==> src/hdl/lpfd_pkg.sv <==
// Shared types and constants for the length-prefixed frame deframer.
// No dependencies; used by every module of the block but the input stage.
package lpfd_pkg;

   localparam logic [7:0] SYNC_A_BYTE      = 8'hFF;
   localparam logic [7:0] SYNC_B_BYTE      = 8'hFE;
   localparam logic [7:0] END_MARK_BYTE    = 8'hF0;
   localparam logic [7:0] MAX_LENGTH_RESET = 8'd254;
   localparam logic [7:0] FRAME_LEN_RESET  = 8'd12;
   localparam int         KEEP_COUNT       = 12;
   localparam int         KEEP_IDX_W       = $clog2(KEEP_COUNT);

   typedef enum logic [2:0] {
      PH_HUNT = 3'd0,
      PH_SYNC = 3'd1,
      PH_LEN  = 3'd2,
      PH_DATA = 3'd3,
      PH_END  = 3'd4
   } phase_type;

   typedef struct packed {
      logic [31:0] pos_x_bits;
      logic [31:0] pos_y_bits;
      logic [31:0] pos_z_bits;
      logic [7:0]  payload_len;
   } frame_type;

   typedef struct packed {
      logic      valid;
      frame_type frame;
   } result_type;

endpackage

==> src/hdl/lpfd_in_stage.sv <==
// Input beat register for the deframer.
// No package dependencies; holds one received byte.
module lpfd_in_stage (
   input  logic       clock,
   input  logic       reset,
   input  logic       req_valid,
   output logic       req_stall,
   input  logic [7:0] req_rx_byte,
   input  logic       take,
   output logic       beat_valid,
   output logic [7:0] beat_byte
);

   logic       valid_ff, valid_in;
   logic [7:0] byte_ff, byte_in;
   logic       load;

   assign req_stall = valid_ff && !take;
   assign load      = req_valid && !req_stall;

   always_comb begin
      valid_in = valid_ff;
      byte_in  = byte_ff;
      if (load) begin
         valid_in = 1'b1;
         byte_in  = req_rx_byte;
      end else if (take) begin
         valid_in = 1'b0;
      end
   end

   always_ff @(posedge clock) begin
      if (reset) begin
         valid_ff <= 1'b0;
      end else begin
         valid_ff <= valid_in;
      end
      byte_ff <= byte_in;
   end

   assign beat_valid = valid_ff;
   assign beat_byte  = byte_ff;

endmodule

==> src/hdl/lpfd_parser.sv <==
// Frame parser: phase machine, length and index counters, kept-byte store.
// Depends on lpfd_pkg for phase codes, marker bytes and the result struct.
module lpfd_parser (
   input  logic                clock,
   input  logic                reset,
   input  logic                fire,
   input  logic [7:0]          beat_byte,
   input  logic [7:0]          max_length,
   output lpfd_pkg::result_type result
);

   lpfd_pkg::phase_type phase_ff, phase_in;
   logic [7:0] frame_len_ff, frame_len_in;
   logic [7:0] index_ff, index_in;
   logic [7:0] kept_ff [lpfd_pkg::KEEP_COUNT];
   logic [7:0] index_next;
   logic       keep_we;

   assign index_next = index_ff + 8'd1;

   // next state
   always_comb begin
      phase_in     = phase_ff;
      frame_len_in = frame_len_ff;
      index_in     = index_ff;
      if (fire) begin
         unique case (phase_ff)
            lpfd_pkg::PH_SYNC: begin
               phase_in = (beat_byte == lpfd_pkg::SYNC_B_BYTE) ?
                          lpfd_pkg::PH_LEN : lpfd_pkg::PH_HUNT;
            end
            lpfd_pkg::PH_LEN: begin
               frame_len_in = beat_byte;
               if (beat_byte > max_length) begin
                  phase_in = lpfd_pkg::PH_HUNT;
               end else begin
                  index_in = 8'd0;
                  phase_in = (beat_byte == 8'd0) ? lpfd_pkg::PH_END : lpfd_pkg::PH_DATA;
               end
            end
            lpfd_pkg::PH_DATA: begin
               index_in = index_next;
               if (index_next >= frame_len_ff) begin
                  phase_in = lpfd_pkg::PH_END;
               end
            end
            lpfd_pkg::PH_END: begin
               phase_in = lpfd_pkg::PH_HUNT;
            end
            default: begin
               phase_in = (beat_byte == lpfd_pkg::SYNC_A_BYTE) ?
                          lpfd_pkg::PH_SYNC : lpfd_pkg::PH_HUNT;
            end
         endcase
      end
   end

   // outputs
   always_comb begin
      keep_we = fire && (phase_ff == lpfd_pkg::PH_DATA) &&
                (index_ff < 8'(lpfd_pkg::KEEP_COUNT));
      result.valid = fire && (phase_ff == lpfd_pkg::PH_END) &&
                     (beat_byte == lpfd_pkg::END_MARK_BYTE);
      result.frame.pos_x_bits  = {kept_ff[3], kept_ff[2], kept_ff[1], kept_ff[0]};
      result.frame.pos_y_bits  = {kept_ff[7], kept_ff[6], kept_ff[5], kept_ff[4]};
      result.frame.pos_z_bits  = {kept_ff[11], kept_ff[10], kept_ff[9], kept_ff[8]};
      result.frame.payload_len = frame_len_ff;
   end

   always_ff @(posedge clock) begin
      if (reset) begin
         phase_ff     <= lpfd_pkg::PH_HUNT;
         frame_len_ff <= lpfd_pkg::FRAME_LEN_RESET;
         index_ff     <= 8'd0;
         for (int i = 0; i < lpfd_pkg::KEEP_COUNT; i++) begin
            kept_ff[i] <= 8'd0;
         end
      end else begin
         phase_ff     <= phase_in;
         frame_len_ff <= frame_len_in;
         index_ff     <= index_in;
         if (keep_we) begin
            kept_ff[index_ff[lpfd_pkg::KEEP_IDX_W-1:0]] <= beat_byte;
         end
      end
   end

endmodule

==> src/hdl/lpfd_out_stage.sv <==
// Result register for the deframer; holds one frame beat under stall.
// Depends on lpfd_pkg for the result and frame structs.
module lpfd_out_stage (
   input  logic                 clock,
   input  logic                 reset,
   input  lpfd_pkg::result_type result,
   output logic                 open,
   output logic                 rsp_valid,
   input  logic                 rsp_stall,
   output lpfd_pkg::frame_type  frame
);

   logic                valid_ff, valid_in;
   lpfd_pkg::frame_type frame_ff, frame_in;

   assign open = !valid_ff || !rsp_stall;

   always_comb begin
      valid_in = valid_ff;
      frame_in = frame_ff;
      if (open) begin
         valid_in = result.valid;
         if (result.valid) begin
            frame_in = result.frame;
         end
      end
   end

   always_ff @(posedge clock) begin
      if (reset) begin
         valid_ff <= 1'b0;
      end else begin
         valid_ff <= valid_in;
      end
      frame_ff <= frame_in;
   end

   assign rsp_valid = valid_ff;
   assign frame     = frame_ff;

endmodule

==> src/hdl/length_prefixed_frame_deframer_top.sv <==
// Top level of the length-prefixed frame deframer.
// Depends on lpfd_pkg, lpfd_in_stage, lpfd_parser and lpfd_out_stage.
//
//  channel | ports            | beat
//  --------+------------------+---------------------------------------------
//  req     | req_valid/stall  | rx_byte
//  rsp     | rsp_valid/stall  | pos_x_bits, pos_y_bits, pos_z_bits, payload_len
//  csr     | csr_write_enable | max_length, write only
//
// One byte per cycle while the result is not stalled; a taken byte is held in the
// input register, and a result shows the cycle after its end byte is parsed.
// Reset is synchronous: hunting, max_length 254, kept bytes zero.
// A stalled result holds the parser; the input register still takes one byte.
module length_prefixed_frame_deframer_top (
   input  logic        clock,
   input  logic        reset,
   input  logic        req_valid,
   output logic        req_stall,
   input  logic [7:0]  req_rx_byte,
   output logic        rsp_valid,
   input  logic        rsp_stall,
   output logic [31:0] rsp_pos_x_bits,
   output logic [31:0] rsp_pos_y_bits,
   output logic [31:0] rsp_pos_z_bits,
   output logic [7:0]  rsp_payload_len,
   input  logic        csr_write_enable,
   input  logic [7:0]  csr_write_data
);

   logic [7:0]           max_len_ff, max_len_in;
   logic                 beat_valid;
   logic [7:0]           beat_byte;
   logic                 open;
   logic                 fire;
   lpfd_pkg::result_type result;
   lpfd_pkg::frame_type  frame;

   assign max_len_in = csr_write_enable ? csr_write_data : max_len_ff;

   always_ff @(posedge clock) begin
      if (reset) begin
         max_len_ff <= lpfd_pkg::MAX_LENGTH_RESET;
      end else begin
         max_len_ff <= max_len_in;
      end
   end

   assign fire = beat_valid && open;

   lpfd_in_stage u_in (
      .clock       (clock),
      .reset       (reset),
      .req_valid   (req_valid),
      .req_stall   (req_stall),
      .req_rx_byte (req_rx_byte),
      .take        (fire),
      .beat_valid  (beat_valid),
      .beat_byte   (beat_byte)
   );

   lpfd_parser u_parser (
      .clock      (clock),
      .reset      (reset),
      .fire       (fire),
      .beat_byte  (beat_byte),
      .max_length (max_len_ff),
      .result     (result)
   );

   lpfd_out_stage u_out (
      .clock     (clock),
      .reset     (reset),
      .result    (result),
      .open      (open),
      .rsp_valid (rsp_valid),
      .rsp_stall (rsp_stall),
      .frame     (frame)
   );

   assign rsp_pos_x_bits  = frame.pos_x_bits;
   assign rsp_pos_y_bits  = frame.pos_y_bits;
   assign rsp_pos_z_bits  = frame.pos_z_bits;
   assign rsp_payload_len = frame.payload_len;

endmodule

==> config.mk <==
export PLATFORM = sky130hd
export DESIGN_NAME = length_prefixed_frame_deframer_top
export DESIGN_NICKNAME = d
export VERILOG_FILES = /design/src/hdl/lpfd_pkg.sv /design/src/hdl/lpfd_in_stage.sv /design/src/hdl/lpfd_parser.sv /design/src/hdl/lpfd_out_stage.sv /design/src/hdl/length_prefixed_frame_deframer_top.sv
export SDC_FILE = /design/constraint.sdc
export NUM_CORES = 1
export LEC_CHECK = 0
export BUFFER_PORTS_ARGS = -buffer_cell sky130_fd_sc_hd__buf_2
export CORE_MARGIN = 4
export CORE_UTILIZATION = 61
export DETAILED_ROUTE_END_ITERATION = 10
export HOLD_SLACK_MARGIN = 0.1
export PLACE_DENSITY = 0.84
export SKIP_CTS_REPAIR_TIMING = 1
export SYNTH_ARGS = -nofsm -noshare
export SYNTH_HDL_FRONTEND = slang
export SYNTH_SLANG_ARGS = --single-unit
==> constraint.sdc <==
create_clock -name clock -period 25.8 [get_ports clock]
set_input_delay 2.58 -clock clock [delete_from_list [all_inputs] [get_ports clock]]
set_output_delay 2.58 -clock clock [all_outputs]
set_load 0.05 [all_outputs]
# ---- Word-level counts from Yosys, hierarchy flattened
# Memories as Yosys holds them, arrays and structs flattened. A register that Yosys moved wholly into a read port is not among the register bits.
# Index checks and enable logic that the tools add are counted.
dict set report totals {
  rom_bits 0
  latch_bits 0
  ram_bits 96
  wordCells 60
  n_memories 1
  regBits 45
  out_inout_bits 106
  inputBits 21
}
dict set report op_classes {
  n_eq_ne 9
  mux 18
  order_cmp 3
  reduce_logical 20
  multipliers 0
  n_div 0
  shift 0
  n_bitwise 0
  add_sub_neg 1
}
# memory words width rd rd_ports_with_merged_regs write_ports line
set memory_table {}
lappend memory_table {u_parser.kept_ff 12 8 12 12 12 lpfd_parser.sv:15} ;# logic [7:0] kept_ff [lpfd_pkg::KEEP_COUNT];
# cell count
set ops {}
lappend ops {{$eq 8x8->1 const B} 3}
lappend ops {{$mux 8} 2}
lappend ops {{$pmux 8 s2} 1}
lappend ops {{$pmux 3 s4} 1}
lappend ops {{$mux 1} 9}
lappend ops {{$mux 3} 3}
lappend ops {{$add 8x1->8 const B} 1}
lappend ops {{$ge 8x8->1} 1}
lappend ops {{$gt 8x8->1} 1}
lappend ops {{$logic_not 8->1} 1}
lappend ops {{$lt 8x4->1 const B} 1}
lappend ops {{$reduce_or 8->1} 1}
lappend ops {{$logic_and 1x1->1} 7}
lappend ops {{$eq 3x2->1 const B} 2}
lappend ops {{$reduce_and 2->1} 3}
lappend ops {{$logic_not 1->1} 4}
lappend ops {{$mux 4} 1}
lappend ops {{$reduce_bool 2->1} 2}
lappend ops {{$eq 3x1->1 const B} 1}
lappend ops {{$eq 3x3->1 const B} 1}
lappend ops {{$reduce_and 3->1} 1}
lappend ops {{$mux 2} 1}
lappend ops {{$ne 2x1->1 const B} 1}
lappend ops {{$ne 2x2->1 const B} 1}
lappend ops {{$logic_or 1x1->1} 1}

# ---- Depth between registers and ports, before layout
# Gate-level depths: netlist of run 1.
dict set report logic_depth {
  word_depth 10
  mapped_depth 11
  ltp_nobuf 10
}

# ---- By module
# From an unflattened synthesis of run 1, not the netlist that was laid out.
dict set report unflattened {
  hier_cells 563
  hier_area_um2 8941.1
}
# module cells_per_inst instances area_per_inst_um2 seq_area_each_um2
set by_module_without_submodules {}
lappend by_module_without_submodules {lpfd_parser 415 1 5178.7 3263.1}
lappend by_module_without_submodules {lpfd_out_stage 109 1 3161.8 3143.0}
lappend by_module_without_submodules {length_prefixed_frame_deframer_top 27 1 310.3 160.2}
lappend by_module_without_submodules {lpfd_in_stage 12 1 290.3 260.2}

# ---- Least setup slack after synthesis of run 1
# No wires, ideal clock.
dict set report synth_timing {
  path_kind {input port to flip-flop}
  from {input rsp_stall}
  to {register rsp_pos_x_bits[0] (netlist name)}
  n_path_buf 0
  stages 4
  slack_ps 15141
  required_time_ps 25103
  setup_ps 697
  t_arrival_ps 9963
  cell_sequence {nand2_1 > and2_1 > nand3_1 > nor3_1}
}
dict set report synth_via {
  elab_chain_len 6
}
# element line
set synth_rtl {}
lappend synth_rtl {{start, declared} length_prefixed_frame_deframer_top.sv:21} ;# input logic rsp_stall,
lappend synth_rtl {{$logic_not 1->1 (*)} lpfd_out_stage.sv:16} ;# assign open = !valid_ff || !rsp_stall;
lappend synth_rtl {{$logic_or 1x1->1 (*)} lpfd_out_stage.sv:16}
lappend synth_rtl {{$logic_and 1x1->1} length_prefixed_frame_deframer_top.sv:48} ;# assign fire = beat_valid && open;
lappend synth_rtl {{$logic_and 1x1->1 (2 in a row)} lpfd_parser.sv:62} ;# result.valid = fire && (phase_ff == lpfd_pkg::PH_END) &&
lappend synth_rtl {{$reduce_and 2->1 (no source line) (*)} -}
# Every way passes the cells marked *; elsewhere a longest branch is shown, timed or not.
# A chain may end at the register's enable or synchronous reset.

# ---- Worst setup path in the final report of run 1
dict set report layout_timing {
  from {input rsp_stall}
  to {output req_stall}
}
dict set report layout_via {
  elab_chain_len 5
}
# element line
set layout_rtl {}
lappend layout_rtl {{$logic_not 1->1} lpfd_out_stage.sv:16}
lappend layout_rtl {{$logic_or 1x1->1} lpfd_out_stage.sv:16}
lappend layout_rtl {{$logic_and 1x1->1} length_prefixed_frame_deframer_top.sv:48}
lappend layout_rtl {{$logic_not 1->1} lpfd_in_stage.sv:18} ;# assign req_stall = valid_ff && !take;
lappend layout_rtl {{$logic_and 1x1->1} lpfd_in_stage.sv:18}
lappend layout_rtl {{end, declared} length_prefixed_frame_deframer_top.sv:18} ;# output logic req_stall,
# Every way passes these cells.

==> flow_metrics.env, run 1 <==
export IMPL_synth_nets=595
export IMPL_clk_pin_slew_ns=0.06
export IMPL_cts_buffers=23
export IMPL_die_y_um=129
export IMPL_cp_start_kind="input pin"
export IMPL_p_seq_share_pct=57.5
export IMPL_fin_cells=870
export IMPL_p_leak_nw=4.32
export IMPL_initial_utilization_pct=63.2
export IMPL_ir_worst_vdd_mv=0.0508
export IMPL_synth_ff_type="edfxtp_1"
export IMPL_status="completed"
export IMPL_stdcell_area_mm2=0.0103
export IMPL_clkSinkCount=237
export IMPL_hold_path_class="flop to flop"
export IMPL_rsz0062_at_grt="no"
export IMPL_p_per_area_mw_per_mm2=73.3
export IMPL_root_buffer="clkbuf_16"
export IMPL_ys_seq_elements=237
export IMPL_drc=0
export IMPL_setup_violations_final=0
export IMPL_synth_cell_types=41
export IMPL_avgRoutedWirePerCell_um=19.8
export IMPL_viasPerCell=5.87
export IMPL_gp_congestion=0.842
export IMPL_crit_end="req_stall"
export IMPL_yosysTopAreaCell="edfxtp_1"
export IMPL_grt_pass1_vias=4957
export IMPL_grt_ovfl_total=0
export IMPL_dp_cells=829
export IMPL_cp_required_ns=23.22
export IMPL_die_area_mm2=0.0166
export IMPL_row_count=43
export IMPL_grt_max_degree=65
export IMPL_syn_instance_count=554
export IMPL_dpl_instance_area_mm2=0.00961
export IMPL_drt_iter0_drc=427
export IMPL_path_class="input pin to output pin"
export IMPL_place_ws_ns=20.07
export IMPL_p_int_mw=0.603
export IMPL_p_switching_mw=0.150
export IMPL_worstPathMaxFanout=3
export IMPL_ys_warn_count=0
export IMPL_antennaDiodeCount=0
export IMPL_port_buffers=126
export IMPL_drt_wl_total_um=17300
export IMPL_worst_slew_pin_slew_ns=1.05
export IMPL_grt_usage_pct=20.6
export IMPL_drive_gt1_share_pct=24.9
export IMPL_vias=5109
export IMPL_r2r_start="u_parser.index_ff[0]$_SDFFE_PP0P_"
export IMPL_synth_top_area_share_pct=70.1
export IMPL_slew_viol_final=0
export IMPL_cp_arrival_ns=3.15
export IMPL_syn_to_final_growth_pct=15.5
export IMPL_grt_pass1_wl_um=26600
export IMPL_fin_crit_ns=5.73
export IMPL_ios=127
export IMPL_h_tree_depth=1
export IMPL_hold_violations=0
export IMPL_antenna_found_initial=0
export IMPL_worstSetupStartpoint="rsp_stall"
export IMPL_syn_area_per_cell_um2=16.1
export IMPL_cts_buffer_depth=3
export IMPL_fin_ws_ns=20.07
export IMPL_clock_skew_ns=0.00790
export IMPL_cts_tree="built"
export IMPL_core_area_mm2=0.0141
export IMPL_synth_edf_count=208
export IMPL_worstSkewPairLatency_ns=0.50
export IMPL_fmax_ghz=0.174
export IMPL_ant_nets=0
export IMPL_r2r_slack_ns=22.22
export IMPL_seq_area_frac_synth_pct=76.6
export IMPL_rr_endpoint="u_parser.phase_ff[2]$_SDFFE_PP0P_"
export IMPL_async_flop_share_pct=0
export IMPL_period_share_pct=22.2
export IMPL_maxCapViolations=0
export IMPL_relSlewSlack_pct=29.8
export IMPL_final_nets=715
export IMPL_syn_area_mm2=0.00891
export IMPL_drt_pass1_iter_count=4
export IMPL_swShare_pct=20.0
export IMPL_fin_setup_tns_ns=0
export IMPL_end_kind="output pin"
export IMPL_worstRegToRegCells=9
export IMPL_synthTopCellsByArea="edfxtp_1 70%, and3_1 6.9%, dfxtp_1 6.5%"
export IMPL_fp_dieW_um=129
export IMPL_comb_power_share_pct=2.2
export IMPL_dpl_hpwl_um=10900
export IMPL_clkPwrFrac_pct=40.3
## flip-flops by register name, summed over array words and instances, names as in the netlist
register               count
u_parser.frame_len_ff      8
u_in.beat_byte             8
rsp_pos_x_bits            32
rsp_pos_y_bits            32
u_out.frame                8
u_parser.kept_ff          96
u_in.beat_valid            1
rsp_pos_z_bits            32
u_parser.phase_ff          3
max_len_ff                 8
u_out.rsp_valid            1
u_parser.index_ff          8
## power by group through the flow
stage | Clock [mW] | Sequential [mW] | Combinational, mW
finish | 0.304 | 0.434 | 0.0162
global route | 0.327 | 0.434 | 0.0179
CTS | 0.307 | 0.434 | 0.0160
detailed placement | 0 | 0.442 | 0.0158
global placement | 0 | 0.441 | 0.0145
floorplan | 0 | 0.435 | 0.0128
## cells in the mapped netlist, types with 2 or more instances
library cell  instances
nor3b_4               2
buf_6                 6
mux2i_1               8
a21oi_1              12
nor3_1                3
a31oi_1               2
a21o_1               13
nand4_1               5
ha_1                 20
inv_1                20
nand2_1              20
o211ai_1              9
and2_1                2
a311oi_1              3
nor2_1               21
and3_1               98
nand3_1               9
a2111oi_0             2
edfxtp_1            208
dfxtp_1              29
buf_2                 2
xor2_1                2
nor2b_1               2
o21ai_0               9
xnor2_1               5
clkbuf_2              2
or4_1                 4
clkbuf_1             23
## final cells by class
class,instances,area (um^2)
multi-input combinational,264,1840
timing repair buffer,128,646
clock inverter,13,87.6
fill,883,3800
tap,180,225
inverter,20,75.1
clock buffer,28,594
sequential,237,6830
## worst min path at each step
stage / depth (start not counted) / endpoint / slack, ns / from
detailed placement: 0 / rsp_pos_x_bits[29]$_DFFE_PP_ / 0.40 / u_parser.kept_ff[3][5]$_SDFFCE_PN0P_
floorplan: 0 / rsp_pos_x_bits[0]$_DFFE_PP_ / 0.40 / u_parser.kept_ff[0][0]$_SDFFCE_PN0P_
finish: 0 / rsp_pos_z_bits[4]$_DFFE_PP_ / 0.42 / u_parser.kept_ff[8][4]$_SDFFCE_PN0P_
global placement: 0 / rsp_pos_x_bits[23]$_DFFE_PP_ / 0.40 / u_parser.kept_ff[2][7]$_SDFFCE_PN0P_
global route: 0 / rsp_pos_z_bits[4]$_DFFE_PP_ / 0.42 / u_parser.kept_ff[8][4]$_SDFFCE_PN0P_
CTS: 0 / rsp_pos_x_bits[23]$_DFFE_PP_ / 0.42 / u_parser.kept_ff[2][7]$_SDFFCE_PN0P_
## metrics by stage
step                total power [mW]  utilization [%]  hold slack, ns
floorplan                      0.448                -           0.400
global placement               0.456             68.2           0.402
detailed placement             0.458             68.2           0.405
CTS                            0.757             73.0           0.416
global route                   0.779             73.0           0.421
finish                         0.754             73.0           0.417
## cells in the final DEF (no fill, tap or decap), types with 2 or more instances in the layout
cell type | Yosys | layout
edfxtp_1 | 208 | 208
buf_2 | 2 | 126
and3_1 | 98 | 98
dfxtp_1 | 29 | 29
clkbuf_16 | 0 | 23
nor2_1 | 21 | 21
inv_1 | 20 | 20
nand2_1 | 20 | 20
ha_1 | 20 | 20
a21o_1 | 13 | 13
a21oi_1 | 12 | 12
nand3_1 | 9 | 9
o211ai_1 | 9 | 9
o21ai_0 | 9 | 9
mux2i_1 | 8 | 8
clkinv_2 | 0 | 7
xnor2_1 | 5 | 5
nand4_1 | 5 | 5
clkbuf_1 | 23 | 5
or4_1 | 4 | 4
clkinv_1 | 0 | 4
a311oi_1 | 3 | 3
nor2b_1 | 2 | 2
xor2_1 | 2 | 2
nor3b_4 | 2 | 2
and2_1 | 2 | 2
a2111oi_0 | 2 | 2
a31oi_1 | 2 | 2
nor3_1 | 3 | 2
buf_4 | 0 | 2
## metal layers
metal  GRT usage, %  wire [um]
met3           3.40       1350
met5              0          0
met4           6.92        561
met2           35.2       8620
met1           27.2       6740
## worst max-delay path, cell delays in order
cell    delay [ns]
buf_2         0.10
and3_1        0.20
buf_2         0.28
## logic make-up after synthesis
logic type / count (synthesis) / share of synthesized area (%)
flip-flops: 237 / 76.6
AND/OR/NAND/NOR: 175 / 12.1
AO/OA/AOI/OAI: 54 / 4.06
buffers and inverters: 53 / 2.80
adder cells (fa/ha/maj): 20 / 2.81
multiplexers: 8 / 0.899
XOR/XNOR: 7 / 0.688
No activity file was read; power rests on OpenSTA's default activity.
==> run 2, diff against run 1 <==
--- a/config.mk
+++ b/config.mk
@@ -7,10 +7,10 @@
 export LEC_CHECK = 0
 export BUFFER_PORTS_ARGS = -buffer_cell sky130_fd_sc_hd__buf_2
 export CORE_MARGIN = 4
-export CORE_UTILIZATION = 61
+export CORE_UTILIZATION = 51
 export DETAILED_ROUTE_END_ITERATION = 10
 export HOLD_SLACK_MARGIN = 0.1
-export PLACE_DENSITY = 0.84
+export PLACE_DENSITY = 0.75
 export SKIP_CTS_REPAIR_TIMING = 1
 export SYNTH_ARGS = -nofsm -noshare
 export SYNTH_HDL_FRONTEND = slang
==> constraint.sdc (replaced) <==
create_clock -name clock -period 4.95 [get_ports clock]
set_input_delay 0.495 -clock clock [delete_from_list [all_inputs] [get_ports clock]]
set_output_delay 0.495 -clock clock [all_outputs]
set_load 0.05 [all_outputs]
==> run 2 against run 1 <==
Sequential cell count stayed put; non-clock buffer count stayed put; clock power rose to 5.4 times the previous value; critical path depth is 6 higher; core utilization shrank 13 points; critical path type is now flop to flop; clock-buffer cell count down 1.
==> flow_metrics.env, run 2 (synthesis gave the netlist of run 1 again) <==
export IMPL_status="completed"
export IMPL_h_tree_depth=1
export IMPL_p_switching_mw=0.787
export IMPL_dpl_hpwl_um=11500
export IMPL_drt_pass1_iter_count=5
export IMPL_syn_to_final_growth_pct=16.6
export IMPL_viasPerCell=5.29
export IMPL_die_y_um=140
export IMPL_antenna_found_initial=0
export IMPL_grt_pass1_vias=4775
export IMPL_maxCapViolations=0
export IMPL_drc=0
export IMPL_comb_power_share_pct=2.1
export IMPL_worst_slew_pin_slew_ns=0.993
export IMPL_p_leak_nw=4.35
export IMPL_p_seq_share_pct=56.7
export IMPL_grt_ovfl_total=0
export IMPL_rsz0062_at_grt="no"
export IMPL_grt_max_degree=81
export IMPL_final_nets=715
export IMPL_drt_wl_total_um=17100
export IMPL_fmax_ghz=0.290
export IMPL_initial_utilization_pct=51.9
export IMPL_drt_iter0_drc=363
export IMPL_row_count=48
export IMPL_avgRoutedWirePerCell_um=18.7
export IMPL_worstPathMaxFanout=31
export IMPL_clock_skew_ns=0.0177
export IMPL_fin_setup_tns_ns=0
export IMPL_root_buffer="clkbuf_16"
export IMPL_final_common_cell="edfxtp_1"
export IMPL_gp_congestion=0.798
export IMPL_power_total_mw=3.99
export IMPL_cts_tree="built"
export IMPL_worstSkewPairLatency_ns=0.49
export IMPL_die_area_mm2=0.0196
export IMPL_fp_dieW_um=140
export IMPL_clkSinkCount=237
export IMPL_clkPwrFrac_pct=41.2
export IMPL_end_kind="flop"
export IMPL_cp_arrival_ns=3.84
export IMPL_cp_start_kind="flop"
export IMPL_cp_required_ns=5.34
export IMPL_setup_violations_final=0
export IMPL_clk_pin_slew_ns=0.07
export IMPL_port_buffers=126
export IMPL_top_register="u_parser.kept_ff"
export IMPL_hold_violations=0
export IMPL_largest_register_ffs=96
export IMPL_ir_worst_vdd_mv=0.240
export IMPL_cts_buffers=23
export IMPL_core_area_mm2=0.0172
export IMPL_swShare_pct=19.7
export IMPL_final_cell_mix="208 x edfxtp_1, 126 x buf_2, 98 x and3_1"
export IMPL_vias=4836
export IMPL_fin_crit_ns=3.45
export IMPL_drive_gt1_share_pct=25.1
export IMPL_utilization_pct=60.5
export IMPL_relSlewSlack_pct=33.7
export IMPL_ant_nets=0
export IMPL_p_int_mw=3.20
export IMPL_ios=127
export IMPL_period_share_pct=69.6
export IMPL_grt_usage_pct=17.3
export IMPL_grt_pass1_wl_um=26900
export IMPL_path_class="flop to flop"
export IMPL_cts_buffer_depth=3
export IMPL_antennaDiodeCount=0
export IMPL_p_per_area_mw_per_mm2=384
export IMPL_hold_path_class="input pin to flop"
export IMPL_slew_viol_final=0
## run 2: changes by cell type in the layout (fill, tap and decap cells not counted), sizes merged
cell and change:
clkinv -2, bufinv +1, clkbuf -1, inv +1
## run 2: cell type report
type / instances / area, um^2
clock buffer: 27 / 591
clock inverter: 13 / 124
fill: 1293 / 6790
inverter: 20 / 75.1
multi-input combinational: 264 / 1840
sequential: 237 / 6830
tap: 225 / 282
timing repair buffer: 128 / 646
## run 2: critical path, cell delays in order, from the launching register on
cell	delay (ns)
dfxtp_1	0.53
ha_1	0.83
nand2_1	0.19
xnor2_1	0.18
ha_1	0.33
nand3_1	0.07
or4_1	0.53
a31oi_2	0.33
nor2_1	0.07
a311oi_1	0.29
## run 2: path summary, 6_finish.rpt
kind	from	to	slack, ns	cells past startpoint
worst min-delay path	req_rx_byte[4]	u_in.beat_byte[4]$_DFFE_PP_	0.19	1
worst max register to register	u_parser.index_ff[0]$_SDFFE_PP0P_	u_parser.phase_ff[0]$_SDFFE_PP0P_	1.50	9
worst max-delay path	u_parser.index_ff[0]$_SDFFE_PP0P_	u_parser.phase_ff[0]$_SDFFE_PP0P_	1.50	9
worst min register to register	u_parser.kept_ff[6][7]$_SDFFCE_PN0P_	rsp_pos_y_bits[23]$_DFFE_PP_	0.42	0
## run 2: power groups by stage
stage          logic (mW)  clock network, mW  registers, mW
5_1_grt            0.0937               1.76           2.27
2_1_floorplan      0.0669                  0           2.27
4_1_cts            0.0833               1.67           2.26
3_3_place_gp       0.0778                  0           2.30
6_report           0.0826               1.64           2.26
3_5_place_dp       0.0824                  0           2.31
## run 2: through the flow
stage,hold WS [ns],instances,worst slack [ns],area (um^2)
floorplan,0.400,554,0.931,8920
global placement,0.407,874,1.74,9670
detailed placement,0.405,874,1.56,9670
CTS,0.172,914,1.51,10400
global route,0.177,914,1.12,10400
finish,0.186,914,1.50,10400
## run 2: routing by layer
| metal | track usage, % | up-vias | part of all wire [%] |
|---|---|---|---|
| li1 | - | 2326 | - |
| met1 | 23.6 | 2305 | 41 |
| met2 | 29.5 | 172 | 50 |
| met3 | 2.70 | 33 | 7.3 |
| met4 | 4.23 | 0 | 1.8 |
| met5 | 0 | - | 0 |
==> run 3, diff against run 2 <==
==> constraint.sdc (replaced) <==
create_clock -name clock -period 2.8 [get_ports clock]
set_input_delay 0.28 -clock clock [delete_from_list [all_inputs] [get_ports clock]]
set_output_delay 0.28 -clock clock [all_outputs]
set_load 0.05 [all_outputs]
==> run 3 against run 2 <==
Combinational power rose to 2.7 times the previous value; sequential share of layout area fell by 2.5 points; final cell count rose by 4.8%; critical path depth rose by 1; clock skew fell by 0.0097 ns; global-route usage rose by 0.78 points; register-to-register slack got worse by 1.3 ns; largest cell class unchanged; largest power group unchanged.
==> flow_metrics.env, run 3 (synthesis gave the netlist of run 1 again) <==
export IMPL_rsz0062_at_grt="no"
export IMPL_grt_pass1_vias=5191
export IMPL_die_area_mm2=0.0196
export IMPL_avgRoutedWirePerCell_um=19.1
export IMPL_hp_start="rsp_stall"
export IMPL_cp_required_ns=3.21
export IMPL_critPathBufInv=0
export IMPL_cp_top_family="simple AND/OR/NAND/NOR gates"
export IMPL_p_per_area_mw_per_mm2=663
export IMPL_viasPerCell=5.37
export IMPL_fmax_ghz=0.391
export IMPL_hold_violations=0
export IMPL_drt_iter0_drc=450
export IMPL_period_share_pct=91.3
export IMPL_antennaDiodeCount=0
export IMPL_setup_violations_final=0
export IMPL_worstSkewPairLatency_ns=0.50
export IMPL_final_common_cell="edfxtp_1"
export IMPL_dpl_instance_area_mm2=0.00986
export IMPL_ios=127
export IMPL_drt_wl_total_um=18300
export IMPL_drt_pass1_iter_count=5
export IMPL_whs_path_depth=3
export IMPL_ant_nets=0
export IMPL_row_count=48
export IMPL_die_y_um=140
export IMPL_cts_buffers=24
export IMPL_r2r_slack_ns=0.24
export IMPL_swShare_pct=20.2
export IMPL_fill_cells=1314
export IMPL_p_leak_nw=4.55
export IMPL_slew_viol_final=0
export IMPL_drive_gt1_share_pct=27.3
export IMPL_path_class="flop to flop"
export IMPL_root_buffer="clkbuf_16"
export IMPL_dpl_hpwl_um=12000
export IMPL_clk_pin_slew_ns=0.06
export IMPL_p_switching_mw=1.45
export IMPL_cp_arrival_ns=2.96
export IMPL_vias=5141
export IMPL_relSlewSlack_pct=53.7
export IMPL_fin_crit_ns=2.56
export IMPL_crit_chain="and3_1 > and2_4 > nand4_4 > xnor2_1 > ha_1 > nand3_1 > or4_1 > a31oi_4 > nor2_1 > a311oi_1"
export IMPL_maxCapViolations=0
export IMPL_r2r_start="u_parser.index_ff[4]$_SDFFE_PP0P_"
export IMPL_fp_dieW_um=140
export IMPL_status="completed"
export IMPL_hold_path_class="input pin to flop"
export IMPL_holdWs_ns=0.0541
export IMPL_antenna_found_initial=0
export IMPL_clkPwrFrac_pct=41.5
export IMPL_end_kind="flop"
export IMPL_utilization_pct=62.8
export IMPL_p_int_mw=5.71
export IMPL_slowest_stage="or4_1"
export IMPL_final_nets=757
export IMPL_syn_to_final_growth_pct=21.2
export IMPL_grt_max_degree=85
export IMPL_top_register="u_parser.kept_ff"
export IMPL_cts_tree="built"
export IMPL_holdPathEnd="u_out.rsp_valid$_SDFFE_PP0P_"
export IMPL_h_tree_depth=1
export IMPL_clkSinkCount=237
export IMPL_rr_endpoint="u_parser.phase_ff[0]$_SDFFE_PP0P_"
export IMPL_initial_utilization_pct=51.9
export IMPL_final_cell_mix="208 x edfxtp_1, 126 x buf_2, 98 x and3_1"
export IMPL_power_total_mw=7.16
export IMPL_worstPathMaxFanout=4
export IMPL_worstRegToRegCells=10
export IMPL_clock_skew_ns=0.00802
export IMPL_max_stage_delay_ns=0.58
export IMPL_p_seq_share_pct=55.4
export IMPL_largest_register_ffs=96
export IMPL_cp_start_kind="flop"
export IMPL_port_buffers=126
export IMPL_stdcell_area_mm2=0.0108
export IMPL_comb_power_share_pct=3.1
export IMPL_grt_ovfl_total=0
export IMPL_cts_buffer_depth=3
export IMPL_grt_usage_pct=18.1
export IMPL_drc=0
export IMPL_ir_worst_vdd_mv=0.500
export IMPL_worst_slew_pin_slew_ns=0.694
export IMPL_core_area_mm2=0.0172
export IMPL_grt_pass1_wl_um=28000
export IMPL_gp_congestion=0.845
run 3: cell types whose count changed in the layout (fill, tap and decap cells not counted), sizes merged:
cell and change:
buf +24, dlygate4sd3 +17, clkinvlp +3, clkinv +2
bufinv -1, inv -1
run 3: area by class of cell:
cell class	count	area (um^2)	area share [%]
Clock buffer	27	633	5.86
Clock inverter	16	114	1.05
Inverter	20	75.1	0.695
Multi-Input combinational cell	264	1860	17.2
Sequential cell	237	6830	63.2
Tap cell	225	282	2.61
Timing Repair Buffer	169	1010	9.34
run 3: power groups by stage:
stage | clock network, mW | logic [mW] | registers, mW
finish | 2.97 | 0.221 | 3.97
global route | 3.19 | 0.245 | 3.97
CTS | 3.02 | 0.200 | 3.97
detailed placement | 0 | 0.198 | 4.04
global placement | 0 | 0.189 | 4.03
floorplan | 0 | 0.119 | 4.01
run 3: per-layer routing:
metal	share of wire (%)	global-route usage, %	vias up
met1	40	22.9	2498
met3	6.7	3.52	32
met4	2.3	5.20	0
met5	0	0	-
li1	-	-	2414
met2	51	31.8	197
run 3: worst max-delay path by stage:
stage,from,endpoint,cells after the start
floorplan,u_in.beat_byte[0]$_DFFE_PP_,rsp_pos_x_bits[0]$_DFFE_PP_,2
CTS,u_parser.index_ff[4]$_SDFFE_PP0P_,u_parser.phase_ff[1]$_SDFFE_PP0P_,10
finish,u_parser.index_ff[4]$_SDFFE_PP0P_,u_parser.phase_ff[0]$_SDFFE_PP0P_,10
global route,u_parser.index_ff[4]$_SDFFE_PP0P_,u_parser.phase_ff[1]$_SDFFE_PP0P_,10
detailed placement,u_parser.index_ff[4]$_SDFFE_PP0P_,u_parser.phase_ff[1]$_SDFFE_PP0P_,10
global placement,u_parser.index_ff[4]$_SDFFE_PP0P_,u_parser.phase_ff[1]$_SDFFE_PP0P_,10
run 3: tightest hold or removal path: stages:
cell and delay (ns):
buf_2 0.10, a21oi_1 0.06, nor2_1 0.07
run 3: metrics by stage:
step,setup TNS [ns],setup WS [ns],cells
detailed placement,0,0.0651,897
global route,0,0.0265,958
finish,0,0.242,958
floorplan,-117.82,-1.12,554
global placement,0,0.171,897
CTS,0,0.00875,940
